### src/hdl/alle_pkg.sv
// Shared types and constants of the array linked list engine.
// Depends on nothing; used by the top level, alle_ctrl and alle_checker.
package alle_pkg;

    localparam int CAPACITY_DEF   = 64;
    localparam int DATA_WIDTH_DEF = 32;

    localparam int OP_W      = 3;
    localparam int VALUE_W   = 32;
    localparam int POS_W     = 6;
    localparam int LEN_W     = 7;
    localparam int S_TDATA_W = 48;
    localparam int M_TDATA_W = 48;

    typedef enum logic [OP_W-1:0] {
        OP_PUSH   = 3'd0,
        OP_INSERT = 3'd1,
        OP_FIND   = 3'd2,
        OP_REMV   = 3'd3,
        OP_REMAT  = 3'd4,
        OP_READ   = 3'd5,
        OP_WRITE  = 3'd6,
        OP_CLEAR  = 3'd7
    } op_t;

    typedef struct packed {
        op_t                op;
        logic [VALUE_W-1:0] value;
        logic [POS_W-1:0]   position;
    } cmd_t;

    typedef struct packed {
        logic               ok;
        logic [POS_W-1:0]   found_position;
        logic [VALUE_W-1:0] read_value;
        logic [LEN_W-1:0]   list_length;
    } rsp_t;

endpackage

### src/hdl/array_linked_list_engine.sv
// Channel | dir | fields (low bit first)
// s_axis  | in  | tdata: opcode[2:0] value[34:3] position[40:35]
// m_axis  | out | tdata: ok[0] found_position[6:1] read_value[38:7] list_length[45:39]
//
// One word at a time. Push reads the free head and then links in the new
// entry; insert, remove at, read and write first walk to the position, and
// find and remove by value walk the list comparing each value: one
// next-link RAM read per step of the walk. After reset, and for each clear,
// a sweep over every entry rebuilds the free chain; no word is taken during
// it. A new word is taken while a result waits in the output register.
// Top level of the array linked list engine; depends on alle_pkg and alle_ctrl.
module array_linked_list_engine #(
    parameter int CAPACITY   = alle_pkg::CAPACITY_DEF,
    parameter int DATA_WIDTH = alle_pkg::DATA_WIDTH_DEF
) (
    input  logic                           aclk,
    input  logic                           aresetn,
    input  logic                           s_axis_tvalid,
    output logic                           s_axis_tready,
    // opcode, value, position
    input  logic [alle_pkg::S_TDATA_W-1:0] s_axis_tdata,
    output logic                           m_axis_tvalid,
    input  logic                           m_axis_tready,
    // ok, found_position, read_value, list_length
    output logic [alle_pkg::M_TDATA_W-1:0] m_axis_tdata
);

    alle_pkg::cmd_t cmd;
    alle_pkg::rsp_t rsp;
    logic           rsp_valid, rsp_take;
    logic           m_valid_reg, m_valid_next;
    alle_pkg::rsp_t m_data_reg, m_data_next;

    assign cmd.op       = alle_pkg::op_t'(s_axis_tdata[2:0]);
    assign cmd.value    = s_axis_tdata[34:3];
    assign cmd.position = s_axis_tdata[40:35];

    alle_ctrl #(.CAPACITY(CAPACITY), .DATA_WIDTH(DATA_WIDTH)) u_ctrl (
        .clk(aclk), .rstn(aresetn),
        .cmd_valid(s_axis_tvalid), .cmd(cmd), .cmd_ready(s_axis_tready),
        .rsp_valid(rsp_valid), .rsp(rsp), .rsp_take(rsp_take)
    );

    // Load the output register when it is empty or being drained
    assign rsp_take = rsp_valid && (!m_valid_reg || m_axis_tready);

    always_comb begin
        m_valid_next = m_valid_reg;
        m_data_next  = m_data_reg;
        if (rsp_take) begin
            m_valid_next = 1'b1;
            m_data_next  = rsp;
        end else if (m_axis_tready) begin
            m_valid_next = 1'b0;
        end
    end

    always_ff @(posedge aclk) begin
        if (!aresetn) begin
            m_valid_reg <= 1'b0;
        end else begin
            m_valid_reg <= m_valid_next;
        end
        m_data_reg <= m_data_next;
    end

    assign m_axis_tvalid = m_valid_reg;
    assign m_axis_tdata  = {2'b0, m_data_reg.list_length, m_data_reg.read_value,
                            m_data_reg.found_position, m_data_reg.ok};

endmodule

### src/hdl/alle_ram.sv
// Single-port synchronous RAM with registered read data.
// Depends on nothing; instantiated by alle_ctrl.
module alle_ram #(
    parameter int WIDTH = 8,
    parameter int DEPTH = 64
) (
    input  logic                     clk,
    input  logic [$clog2(DEPTH)-1:0] addr,
    input  logic                     we,
    input  logic [WIDTH-1:0]         wdata,
    output logic [WIDTH-1:0]         rdata
);

    logic [WIDTH-1:0] mem [DEPTH];
    logic [WIDTH-1:0] rdata_reg;

    // Write on request, read the addressed word every cycle
    always_ff @(posedge clk) begin
        if (we) begin
            mem[addr] <= wdata;
        end
        rdata_reg <= mem[addr];
    end

    assign rdata = rdata_reg;

endmodule

### src/hdl/alle_ctrl.sv
// Sequencer of the linked list engine: walks and relinks entries held in
// value, next-link and prev-link RAMs. Depends on alle_pkg and alle_ram.
module alle_ctrl #(
    parameter int CAPACITY   = alle_pkg::CAPACITY_DEF,
    parameter int DATA_WIDTH = alle_pkg::DATA_WIDTH_DEF
) (
    input  logic           clk,
    input  logic           rstn,
    input  logic           cmd_valid,
    input  alle_pkg::cmd_t cmd,
    output logic           cmd_ready,
    output logic           rsp_valid,
    output alle_pkg::rsp_t rsp,
    input  logic           rsp_take
);

    localparam int IW = $clog2(CAPACITY);
    localparam int LW = $clog2(CAPACITY + 1);
    localparam int KW = (LW > alle_pkg::POS_W) ? LW : alle_pkg::POS_W;
    localparam logic [LW-1:0] NIL = LW'(CAPACITY);
    localparam logic [IW-1:0] LAST = IW'(CAPACITY - 1);

    typedef enum logic [15:0] {
        S_SWEEP    = 16'h0001,
        S_IDLE     = 16'h0002,
        S_PUSH_RD  = 16'h0004,
        S_PUSH_WR1 = 16'h0008,
        S_PUSH_WR2 = 16'h0010,
        S_WALK     = 16'h0020,
        S_INS_RD   = 16'h0040,
        S_INS_WR1  = 16'h0080,
        S_INS_WR2  = 16'h0100,
        S_SCAN     = 16'h0200,
        S_UNL_RD   = 16'h0400,
        S_UNL_WR1  = 16'h0800,
        S_UNL_WR2  = 16'h1000,
        S_VAL_RD   = 16'h2000,
        S_VAL_WAIT = 16'h4000,
        S_DONE     = 16'h8000
    } state_t;

    state_t state_reg, state_next;
    logic [LW-1:0] head_reg, head_next, tail_reg, tail_next, free_reg, free_next;
    logic [LW-1:0] count_reg, count_next;
    logic          boot_reg, boot_next;
    alle_pkg::op_t op_reg, op_next;
    logic [DATA_WIDTH-1:0]       val_reg, val_next;
    logic [alle_pkg::POS_W-1:0]  pos_reg, pos_next;
    logic [IW-1:0] cur_reg, cur_next, tgt_reg, tgt_next, cidx_reg, cidx_next;
    logic [IW-1:0] sweep_reg, sweep_next;
    logic [LW-1:0] plink_reg, plink_next;
    logic          first_reg, first_next;
    logic [KW-1:0] kcnt_reg, kcnt_next;
    logic          ok_reg, ok_next;
    logic [alle_pkg::POS_W-1:0]   fpos_reg, fpos_next;
    logic [alle_pkg::VALUE_W-1:0] rval_reg, rval_next;

    // RAM ports
    logic [IW-1:0]         v_addr, n_addr, p_addr;
    logic                  v_we, n_we, p_we;
    logic [DATA_WIDTH-1:0] v_wdata, v_rdata;
    logic [LW-1:0]         n_wdata, n_rdata, p_wdata, p_rdata;

    // Helpers
    logic [63:0]           in_ext, rd_ext;
    logic [IW-1:0]         cur_now;
    logic [KW-1:0]         pos_k, pos_in_k, count_k, kprev;
    logic [15:0]           len_ext;

    alle_ram #(.WIDTH(DATA_WIDTH), .DEPTH(CAPACITY)) u_val_ram (
        .clk(clk), .addr(v_addr), .we(v_we), .wdata(v_wdata), .rdata(v_rdata)
    );
    alle_ram #(.WIDTH(LW), .DEPTH(CAPACITY)) u_next_ram (
        .clk(clk), .addr(n_addr), .we(n_we), .wdata(n_wdata), .rdata(n_rdata)
    );
    alle_ram #(.WIDTH(LW), .DEPTH(CAPACITY)) u_prev_ram (
        .clk(clk), .addr(p_addr), .we(p_we), .wdata(p_wdata), .rdata(p_rdata)
    );

    assign in_ext   = {32'b0, cmd.value};
    assign rd_ext   = 64'(v_rdata);
    assign cur_now  = first_reg ? cur_reg : n_rdata[IW-1:0];
    assign pos_k    = KW'(pos_reg);
    assign pos_in_k = KW'(cmd.position);
    assign count_k  = KW'(count_reg);
    assign kprev    = kcnt_reg - 1'b1;
    assign len_ext  = 16'(count_reg);

    assign cmd_ready = (state_reg == S_IDLE);
    assign rsp_valid = (state_reg == S_DONE);
    assign rsp.ok             = ok_reg;
    assign rsp.found_position = fpos_reg;
    assign rsp.read_value     = rval_reg;
    assign rsp.list_length    = len_ext[alle_pkg::LEN_W-1:0];

    // Next state, list registers and RAM accesses
    always_comb begin
        state_next = state_reg;
        head_next  = head_reg;
        tail_next  = tail_reg;
        free_next  = free_reg;
        count_next = count_reg;
        boot_next  = boot_reg;
        op_next    = op_reg;
        val_next   = val_reg;
        pos_next   = pos_reg;
        cur_next   = cur_reg;
        tgt_next   = tgt_reg;
        cidx_next  = cidx_reg;
        sweep_next = sweep_reg;
        plink_next = plink_reg;
        first_next = first_reg;
        kcnt_next  = kcnt_reg;
        ok_next    = ok_reg;
        fpos_next  = fpos_reg;
        rval_next  = rval_reg;
        v_addr = '0; v_we = 1'b0; v_wdata = val_reg;
        n_addr = '0; n_we = 1'b0; n_wdata = '0;
        p_addr = '0; p_we = 1'b0; p_wdata = NIL;

        case (state_reg)
            // Rebuild the free chain one entry a cycle
            S_SWEEP: begin
                n_addr  = sweep_reg;
                n_we    = 1'b1;
                n_wdata = (sweep_reg == LAST) ? NIL : LW'(sweep_reg) + 1'b1;
                p_addr  = sweep_reg;
                p_we    = 1'b1;
                p_wdata = NIL;
                head_next  = NIL;
                tail_next  = NIL;
                free_next  = '0;
                count_next = '0;
                sweep_next = sweep_reg + 1'b1;
                if (sweep_reg == LAST) begin
                    boot_next  = 1'b0;
                    state_next = boot_reg ? S_IDLE : S_DONE;
                end
            end
            // Take a word and dispatch
            S_IDLE: begin
                if (cmd_valid) begin
                    op_next    = cmd.op;
                    val_next   = in_ext[DATA_WIDTH-1:0];
                    pos_next   = cmd.position;
                    ok_next    = 1'b0;
                    fpos_next  = '0;
                    rval_next  = '0;
                    cur_next   = head_reg[IW-1:0];
                    first_next = 1'b1;
                    kcnt_next  = '0;
                    state_next = S_DONE;
                    case (cmd.op)
                        alle_pkg::OP_PUSH: begin
                            if (free_reg != NIL) state_next = S_PUSH_RD;
                        end
                        alle_pkg::OP_INSERT: begin
                            if (cmd.position == '0) begin
                                if (free_reg != NIL) state_next = S_PUSH_RD;
                            end else if (free_reg != NIL && pos_in_k < count_k) begin
                                state_next = S_WALK;
                            end
                        end
                        alle_pkg::OP_FIND, alle_pkg::OP_REMV: begin
                            state_next = S_SCAN;
                        end
                        alle_pkg::OP_REMAT, alle_pkg::OP_READ, alle_pkg::OP_WRITE: begin
                            if (pos_in_k < count_k) state_next = S_WALK;
                        end
                        alle_pkg::OP_CLEAR: begin
                            ok_next    = 1'b1;
                            sweep_next = '0;
                            state_next = S_SWEEP;
                        end
                        default: state_next = S_DONE;
                    endcase
                end
            end
            S_PUSH_RD: begin
                n_addr     = free_reg[IW-1:0];
                state_next = S_PUSH_WR1;
            end
            // Fill the taken entry and advance the free head
            S_PUSH_WR1: begin
                cidx_next = free_reg[IW-1:0];
                free_next = n_rdata;
                v_addr = free_reg[IW-1:0]; v_we = 1'b1;
                n_addr = free_reg[IW-1:0]; n_we = 1'b1; n_wdata = head_reg;
                p_addr = free_reg[IW-1:0]; p_we = 1'b1; p_wdata = NIL;
                state_next = S_PUSH_WR2;
            end
            S_PUSH_WR2: begin
                if (head_reg != NIL) begin
                    p_addr  = head_reg[IW-1:0];
                    p_we    = 1'b1;
                    p_wdata = LW'(cidx_reg);
                end else begin
                    tail_next = LW'(cidx_reg);
                end
                head_next  = LW'(cidx_reg);
                count_next = count_reg + 1'b1;
                ok_next    = 1'b1;
                state_next = S_DONE;
            end
            // Follow next links, one per cycle, to the target position
            S_WALK: begin
                if (kcnt_reg == pos_k) begin
                    tgt_next = cur_now;
                    case (op_reg)
                        alle_pkg::OP_INSERT: state_next = S_INS_RD;
                        alle_pkg::OP_REMAT: begin
                            ok_next    = 1'b1;
                            fpos_next  = pos_reg;
                            state_next = S_UNL_RD;
                        end
                        alle_pkg::OP_READ: begin
                            ok_next    = 1'b1;
                            fpos_next  = pos_reg;
                            state_next = S_VAL_RD;
                        end
                        default: begin
                            v_addr     = cur_now;
                            v_we       = 1'b1;
                            ok_next    = 1'b1;
                            fpos_next  = pos_reg;
                            state_next = S_DONE;
                        end
                    endcase
                end else begin
                    n_addr     = cur_now;
                    cur_next   = cur_now;
                    kcnt_next  = kcnt_reg + 1'b1;
                    first_next = 1'b0;
                end
            end
            S_INS_RD: begin
                p_addr     = tgt_reg;
                n_addr     = free_reg[IW-1:0];
                state_next = S_INS_WR1;
            end
            // Fill the new entry between its neighbours
            S_INS_WR1: begin
                cidx_next  = free_reg[IW-1:0];
                plink_next = p_rdata;
                free_next  = n_rdata;
                v_addr = free_reg[IW-1:0]; v_we = 1'b1;
                n_addr = free_reg[IW-1:0]; n_we = 1'b1; n_wdata = LW'(tgt_reg);
                p_addr = free_reg[IW-1:0]; p_we = 1'b1; p_wdata = p_rdata;
                state_next = S_INS_WR2;
            end
            S_INS_WR2: begin
                n_addr = plink_reg[IW-1:0]; n_we = 1'b1; n_wdata = LW'(cidx_reg);
                p_addr = tgt_reg;           p_we = 1'b1; p_wdata = LW'(cidx_reg);
                count_next = count_reg + 1'b1;
                ok_next    = 1'b1;
                fpos_next  = pos_reg;
                state_next = S_DONE;
            end
            // Compare each value read against the key while fetching the next
            S_SCAN: begin
                if (!first_reg && v_rdata == val_reg) begin
                    ok_next    = 1'b1;
                    fpos_next  = kprev[alle_pkg::POS_W-1:0];
                    tgt_next   = cur_reg;
                    state_next = (op_reg == alle_pkg::OP_REMV) ? S_UNL_RD : S_DONE;
                end else if (kcnt_reg == count_k) begin
                    state_next = S_DONE;
                end else begin
                    n_addr     = cur_now;
                    v_addr     = cur_now;
                    cur_next   = cur_now;
                    kcnt_next  = kcnt_reg + 1'b1;
                    first_next = 1'b0;
                end
            end
            S_UNL_RD: begin
                p_addr     = tgt_reg;
                n_addr     = tgt_reg;
                state_next = S_UNL_WR1;
            end
            // Bridge the neighbours of the removed entry
            S_UNL_WR1: begin
                if (p_rdata != NIL) begin
                    n_addr = p_rdata[IW-1:0]; n_we = 1'b1; n_wdata = n_rdata;
                end else begin
                    head_next = n_rdata;
                end
                if (n_rdata != NIL) begin
                    p_addr = n_rdata[IW-1:0]; p_we = 1'b1; p_wdata = p_rdata;
                end else begin
                    tail_next = p_rdata;
                end
                state_next = S_UNL_WR2;
            end
            // Hand the entry back to the free chain
            S_UNL_WR2: begin
                n_addr = tgt_reg; n_we = 1'b1; n_wdata = free_reg;
                free_next  = LW'(tgt_reg);
                count_next = count_reg - 1'b1;
                state_next = S_DONE;
            end
            S_VAL_RD: begin
                v_addr     = tgt_reg;
                state_next = S_VAL_WAIT;
            end
            S_VAL_WAIT: begin
                rval_next  = rd_ext[alle_pkg::VALUE_W-1:0];
                state_next = S_DONE;
            end
            // Hold the result until the output stage takes it
            S_DONE: begin
                if (rsp_take) state_next = S_IDLE;
            end
            default: state_next = S_IDLE;
        endcase
    end

    // Control state
    always_ff @(posedge clk) begin
        if (!rstn) begin
            state_reg <= S_SWEEP;
            boot_reg  <= 1'b1;
            sweep_reg <= '0;
            head_reg  <= NIL;
            tail_reg  <= NIL;
            free_reg  <= '0;
            count_reg <= '0;
        end else begin
            state_reg <= state_next;
            boot_reg  <= boot_next;
            sweep_reg <= sweep_next;
            head_reg  <= head_next;
            tail_reg  <= tail_next;
            free_reg  <= free_next;
            count_reg <= count_next;
        end
    end

    // Working and result registers
    always_ff @(posedge clk) begin
        op_reg    <= op_next;
        val_reg   <= val_next;
        pos_reg   <= pos_next;
        cur_reg   <= cur_next;
        tgt_reg   <= tgt_next;
        cidx_reg  <= cidx_next;
        plink_reg <= plink_next;
        first_reg <= first_next;
        kcnt_reg  <= kcnt_next;
        ok_reg    <= ok_next;
        fpos_reg  <= fpos_next;
        rval_reg  <= rval_next;
    end

endmodule

### config.mk
export PLATFORM = sky130hd
export DESIGN_NAME = array_linked_list_engine
export DESIGN_NICKNAME = d
export VERILOG_FILES = /design/src/hdl/alle_pkg.sv /design/src/hdl/array_linked_list_engine.sv /design/src/hdl/alle_ram.sv /design/src/hdl/alle_ctrl.sv
export SDC_FILE = /design/constraint.sdc
export NUM_CORES = 2
export LEC_CHECK = 0
export ABC_AREA = 1
export BUFFER_PORTS_ARGS = -buffer_cell sky130_fd_sc_hd__buf_2
export CAP_MARGIN = 20
export CELL_PAD_IN_SITES_DETAIL_PLACEMENT = 0
export CELL_PAD_IN_SITES_GLOBAL_PLACEMENT = 1
export CORE_UTILIZATION = 50
export DETAILED_ROUTE_END_ITERATION = 16
export PLACE_DENSITY_LB_ADDON = 0.08
export SETUP_SLACK_MARGIN = 0.3
export SLEW_MARGIN = 10
export SYNTH_ARGS = -nofsm -noshare
export SYNTH_HDL_FRONTEND = slang
export SYNTH_SLANG_ARGS = --single-unit
### constraint.sdc
create_clock -name aclk -period 7.2 [get_ports aclk]
set_clock_uncertainty 0.1 [all_clocks]
set_input_delay 1.44 -clock aclk [delete_from_list [all_inputs] [get_ports aclk]]
set_output_delay 1.44 -clock aclk [all_outputs]
set_load 0.01 [all_outputs]
==> After elaboration in Yosys (flattened, before gate mapping) <==
Memories as Yosys holds them, arrays and structs flattened. A register that Yosys moved wholly into a read port is not among the register bits.
Cells that the tools add are included.
{ "op_classes": {"n_lt_le_gt_ge": 1, "muxes": 87, "n_reduce_logical": 39, "eq_ne": 47, "addsub": 6} }
{ "op_table": {"columns": ["op", "n"], "rows": [
  ["$pmux 16 s13", 1],
  ["$mux 16", 12],
  ["$mux 6", 21],
  ["$pmux 7 s3", 4],
  ["$pmux 16 s5", 1],
  ["$pmux 32 s2", 1],
  ["$mux 7", 9],
  ["$pmux 16 s3", 1],
  ["$pmux 6 s4", 2],
  ["$pmux 6 s7", 1],
  ["$pmux 7 s6", 1],
  ["$eq 32x32->1", 1],
  ["$mux 32", 1],
  ["$pmux 6 s5", 1],
  ["$ne 7x7->1 const B", 4],
  ["$pmux 7 s4", 1],
  ["$pmux 6 s2", 2],
  ["$mux 1", 22],
  ["$reduce_and 5->1", 4],
  ["$eq 3x3->1 const B", 6],
  ["$pmux 6 s3", 1],
  ["$eq 16x1->1 const B", 1],
  ["$eq 16x10->1 const B", 1],
  ["$eq 16x11->1 const B", 1],
  ["44 further kinds", 80]
]} }
{ "totals": {"ram_bits": 2944, "mem_count": 3, "wordCells": 206, "in_bits": 52, "reg_bits": 203, "output_inout_bits": 50} }
{ "memory_table": {"columns": ["memory", "depth", "word_bits", "read_ports", "rd_clocked_by_memory_dff", "wr", "line", "text"], "rows": [
  ["u_ctrl.u_val_ram.mem", 64, 32, 1, 1, 1, "alle_ram.sv:14", "logic [WIDTH-1:0] mem [DEPTH];"],
  ["u_ctrl.u_next_ram.mem", 64, 7, 1, 1, 1, "alle_ram.sv:14", null],
  ["u_ctrl.u_prev_ram.mem", 64, 7, 1, 1, 1, "alle_ram.sv:14", null]
]} }

==> Depth between registers and ports, before layout <==
{ "logic_depth": {"ltp_word": 7, "depth_mapped": 24, "mapped_depth_nobuf": 22} }

==> Hierarchy <==
A second synthesis with hierarchy kept.
{ "unflattened": {"cells_unflattened": 13409, "area_unflattened_um2": 135414.9} }
{ "by_module_without_submodules": {"columns": ["mod", "area_each_um2", "seq_area_each_um2", "n_inst", "cells_each"], "rows": [
  ["alle_ram at u_ctrl.u_val_ram", 86503.0, 62139.6, 1, 8440],
  ["alle_ram at u_ctrl.u_next_ram", 19339.8, 13593.0, 1, 1907],
  ["alle_ram at u_ctrl.u_prev_ram", 19312.3, 13593.0, 1, 1904],
  ["alle_ctrl", 8808.4, 4244.1, 1, 1102],
  ["array_linked_list_engine", 1451.4, 1401.3, 1, 56]
]} }

==> Least setup slack after synthesis <==
OpenSTA, ideal clock, no wires.
{ "synth_path": {"path_kind": "reg2reg", "startpoint": "register u_ctrl.val_reg[0], in the netlist u_ctrl.v_wdata[0]", "endpoint": "memory u_ctrl.u_val_ram.mem[32][0] in the netlist's numbering, enable pin", "stages_incl_launch_ff": 19, "arrival_ps": 4415, "synth_period_minus_slack_ps": 4936, "setup_slack_ps": 2264, "setup_time_ps": 421, "cell_sequence": "edfxtp_1 > inv_1 > nand2_1 > o21ai_0 > nor2_1 > nand3_1 > nor2_1 > nand3_1 > nand2_1 > inv_2 > nand2_1 > nand4_1 > inv_1 > nand2_1 > nor2_1 > buf_2 > buf_2 > inv_1 > nor2_1"} }
{ "synth_between": {"elab_chain_len": 4} }
{ "synth_rtl": {"columns": ["item", "line", "text"], "rows": [
  ["from (decl)", "alle_ctrl.sv:47", "logic [DATA_WIDTH-1:0] val_reg, val_next;"],
  ["from (signal assigned)", "alle_ctrl.sv:342", "val_reg <= val_next;"],
  ["$eq 32x32->1", "alle_ctrl.sv:261", "if (!first_reg && v_rdata == val_reg) begin"],
  ["$logic_and 1x1->1", "alle_ctrl.sv:261", null],
  ["$mux 6", "alle_ctrl.sv:261", null],
  ["$pmux 6 s4", "alle_ctrl.sv:121", "case (state_reg)"],
  ["to (decl)", "alle_ram.sv:14", null]
]} }
Every way passes these cells.

==> Worst setup path in the final report <==
{ "layout_path": {"startpoint": "register u_ctrl.val_reg[5], in the netlist u_ctrl.v_wdata[5]", "endpoint": "memory u_ctrl.u_next_ram.mem[33][3] in the netlist's numbering, enable pin"} }
{ "layout_between": {"elab_chain_len": 4} }
{ "layout_rtl": {"columns": ["item", "line"], "rows": [
  ["$eq 32x32->1", "alle_ctrl.sv:261"],
  ["$logic_and 1x1->1", "alle_ctrl.sv:261"],
  ["$mux 6", "alle_ctrl.sv:261"],
  ["$pmux 6 s7", "alle_ctrl.sv:121"],
  ["to (decl)", "alle_ram.sv:14"]
]} }
Every way passes these cells.

==> results by group <==
Pwr
  • Switching share of total power: 0.249
  • P_leak: ~55 nW
  • Clock share of power: 0.411
  • Combinational share of power: 0.099
  • Net Switching: 10.6 mW
  • Reg power frac: 0.490
  • Peak supply drop: 0.000334 V
  • Cell-internal power: 32.0 mW
  • P per Cell Area: just under 300 nW/µm²

Worst setup path
  • WS Path Type: reg -> reg
  • Worst reg-to-reg path cell count: 13
  • CP top delay family: simple AND/OR/NAND/NOR gates
  • Crit path top cell by count: nand2_1
  • CP max stage cell: inv_2
  • Worst R2R Start: u_ctrl.v_wdata[5]$_DFFE_PP_
  • CP Cell Sequence: nand2_1, o21ai_0, nor2_1, nand3_1, nor2_1, nand3_1, nand3_1, nand2_1, nor2_2, nand2_1, inv_2, nand2_1, nor2_1
  • Data required time of the worst path: 7630 ps
  • Crit path DAT: 6880 ps
  • Critical path buffers and inverters: 1
  • CP endpoint kind: register
  • Worst r2r dst: u_ctrl.u_next_ram.mem[33][3]$_DFFE_PP_
  • Critical Path Start Type: register
  • Critical Path Max Stage Delay: 800 ps
  • Reg2Reg Setup Slack: ~750 ps
  • CP max FO: 39

Drt
  • DR iter-0 viols: roughly 9500
  • DRT Pass-1 Iters: 6
  • Drt wl/cell: between 20 and 25 µm
  • # DRC: 0
  • WL final: between 300 and 400 mm
  • Antenna viol nets, final: 0
  • DR vias: 85324
  • Via density per instance: 5.52

GRT
  • First-pass GRT wire length: 545 mm
  • Largest net degree at the start of global routing: 178
  • Initial antenna violation count: 17
  • Total congestion overflow: 0
  • GRT Overall Usage: 0.284
  • Vias in the first global route: 79680

Synth
  • Post-Synth Simple-Gate Area: 0.217
  • Syn avg cell area: around 11 µm²
  • Yosys reg bits: 3193
  • Mux share of post-synthesis cell area: 0
  • Synth Area in Adders: 0.00141
  • Register area share after synthesis: 0.731
  • Mapped cell area: 130000 µm²
  • Compound-Gate Fraction of Synth Area: 0.0215
  • Synth top area cells: edfxtp_1 72%, nand2_1 17%, nor2_1 2.0%, buf_2 1.4%, nand4_1 1.4%
  • Xor/xnor share of the synthesized area: 0.00196
  • Warnings, synthesis: 0
  • Post-synth EDFFs: 3102
  • Synth area leader: edfxtp_1
  • Largest family of logic cells by synthesized area: simple AND/OR/NAND/NOR gates
  • Cell with the most instances after synthesis: nand2_1
  • Synth top cells by count: 5873 x nand2_1, 3102 x edfxtp_1, 684 x nor2_1, 370 x buf_2, 292 x nand4_1
  • FFs w/ async S/R, synth: 0
  • Post-synth top area share: 0.717
  • Post-Synthesis Cells: 11670
  • Ys flop type: edfxtp_1
  • Unique cell type count in the Yosys netlist: 53

Clock network
  • Clk pin slew, worst setup/hold paths: 60 ps
  • Post-CTS sizing: 0
  • Sinks on Clock Net: 3193
  • Clock insertion delay at the later pin of the skew report: around 980 ps
  • Clk buf depth: 4
  • CTS tree: yes
  • CTS HTree Levels: 5
  • Hold-fix buffers, CTS: 0
  • Setup Buffers After CTS: 0
  • Root Buffer: clkbuf_16
  • Total CTS buffers: 348

Die
  • Top Ports: 102
  • Starting Density: 0.504
  • Core area: 258000 µm²
  • Die area: 262000 µm²
  • Die Y: approximately 510 µm
  • Die W: 512 µm
  • # rows: 186

Cells and area
  • Area grow syn2layout: 12.4%
  • Max reg flops: between 2000 and 2500
  • Fraction of final layout cells sized beyond drive strength 1: 0.0831
  • Nets: between 10000 and 15000
  • Regs by FF count: u_ctrl.u_val_ram.mem (2048), u_ctrl.u_next_ram.mem (448), u_ctrl.u_prev_ram.mem (448)
  • Most flop-heavy register: u_ctrl.u_val_ram.mem

Place
  • Port Buf Inserts: between 90 and 100
  • Place WS: roughly 950 ps
  • Detail Placement HPWL: between 200 and 250 mm
  • Placer Congestion: 0.895

Timing
  • Fmax: 0.155 GHz
  • RSZ-0062 raised after global routing: no
  • Setup violators final: 0
  • Relative slew slack: 0.247
  • Setup TNS: 0 ps
  • PnR worst setup slack: 755 ps
  • Clock period minus worst slack: 6450 ps
  • Slew @ Worst Pin: 1120 ps
  • Final Slew Violations: 0
  • Tcrit/Tclk final: 0.895
  • Final Hold Viols: 0

Worst hold path
  • Hold Path Sink: m_axis_tdata[33]$_DFFE_PP_
  • Hold_sp: u_ctrl.rval_reg[26]$_SDFFCE_PN0P_
  • Worst Hold Depth: 0
  • HP Class: reg -> reg

Job
  • Max Cap Viol: 0

Run status
  • Status: completed
## routing by layer
layer  GRT usage  wire, µm
met2       0.433    170000
met4      0.0890     12300
met3      0.0342     27100
met1       0.427    168000
met5           0        13
## worst max-delay path by stage
stage	cells past startpoint	endpoint	slack [ps]	startpoint
finish	13	u_ctrl.u_next_ram.mem[33][3]$_DFFE_PP_	750	u_ctrl.v_wdata[5]$_DFFE_PP_
global route	13	u_ctrl.u_next_ram.mem[36][2]$_DFFE_PP_	630	u_ctrl.v_wdata[5]$_DFFE_PP_
CTS	13	u_ctrl.u_next_ram.mem[33][4]$_DFFE_PP_	850	u_ctrl.v_wdata[5]$_DFFE_PP_
detailed placement	13	u_ctrl.u_next_ram.mem[33][4]$_DFFE_PP_	950	u_ctrl.v_wdata[5]$_DFFE_PP_
global placement	13	u_ctrl.u_next_ram.mem[33][4]$_DFFE_PP_	910	u_ctrl.v_wdata[5]$_DFFE_PP_
floorplan	18	u_ctrl.u_val_ram.mem[32][0]$_DFFE_PP_	2260	u_ctrl.v_wdata[0]$_DFFE_PP_
## power groups by stage
stage,clock (mW),combinational (mW),sequential [mW]
2_1_floorplan,0,2.52,21.3
3_3_place_gp,0,4.13,21.3
3_5_place_dp,0,4.18,21.3
4_1_cts,17.7,4.19,20.9
5_1_grt,18.4,4.63,20.9
6_report,17.5,4.20,20.9
## per-stage QoR
step	hold slack, ps	utilization	instance area, µm²	power (mW)	cells
final	310	0.567	146000	42.6	15458
after global routing	325	0.567	146000	43.9	15455
after CTS	299	0.566	146000	42.8	15452
after detailed placement	306	0.524	135000	25.4	14846
after global placement	309	0.523	135000	25.4	14844
after floorplan	300	-	130000	23.8	11671
## area by class of cell
class	instances	area (µm²)
Fill cell	21378	112000
Sequential cell	3193	95000
Multi-Input combinational cell	7683	32200
Clock buffer	422	9110
Tap cell	3384	4230
Timing Repair Buffer	317	2420
Clock inverter	184	1930
Inverter	271	1040
Antenna cell	4	10.0
## placed cells by master (no fill, tap or decap), drive strengths merged, types with 13 or more instances in the layout
cell	synthesis	layout
buf	402	317
inv	269	277
dfxtp	91	91
nand4	292	292
or2	55	55
a211oi	16	16
clkinv	2	133
ha	13	13
nor3	24	24
edfxtp	3102	3102
o211ai	55	55
clkbuf	122	422
xor2	19	19
o21ai	193	193
a21oi	178	178
nor2	700	700
nand2	5886	5886
nand3	159	159
bufinv	0	37
o22ai	19	19
## kinds of logic after synthesis
| group | count (synthesis) |
|---|---|
| flops | 3193 |
| xor+xnor | 29 |
| other cells | 1 |
| fa+ha+maj | 14 |
| simple gates | 7143 |
| compound gates | 495 |
| buf+inv | 795 |
No activity file was read; power rests on OpenSTA's default activity.
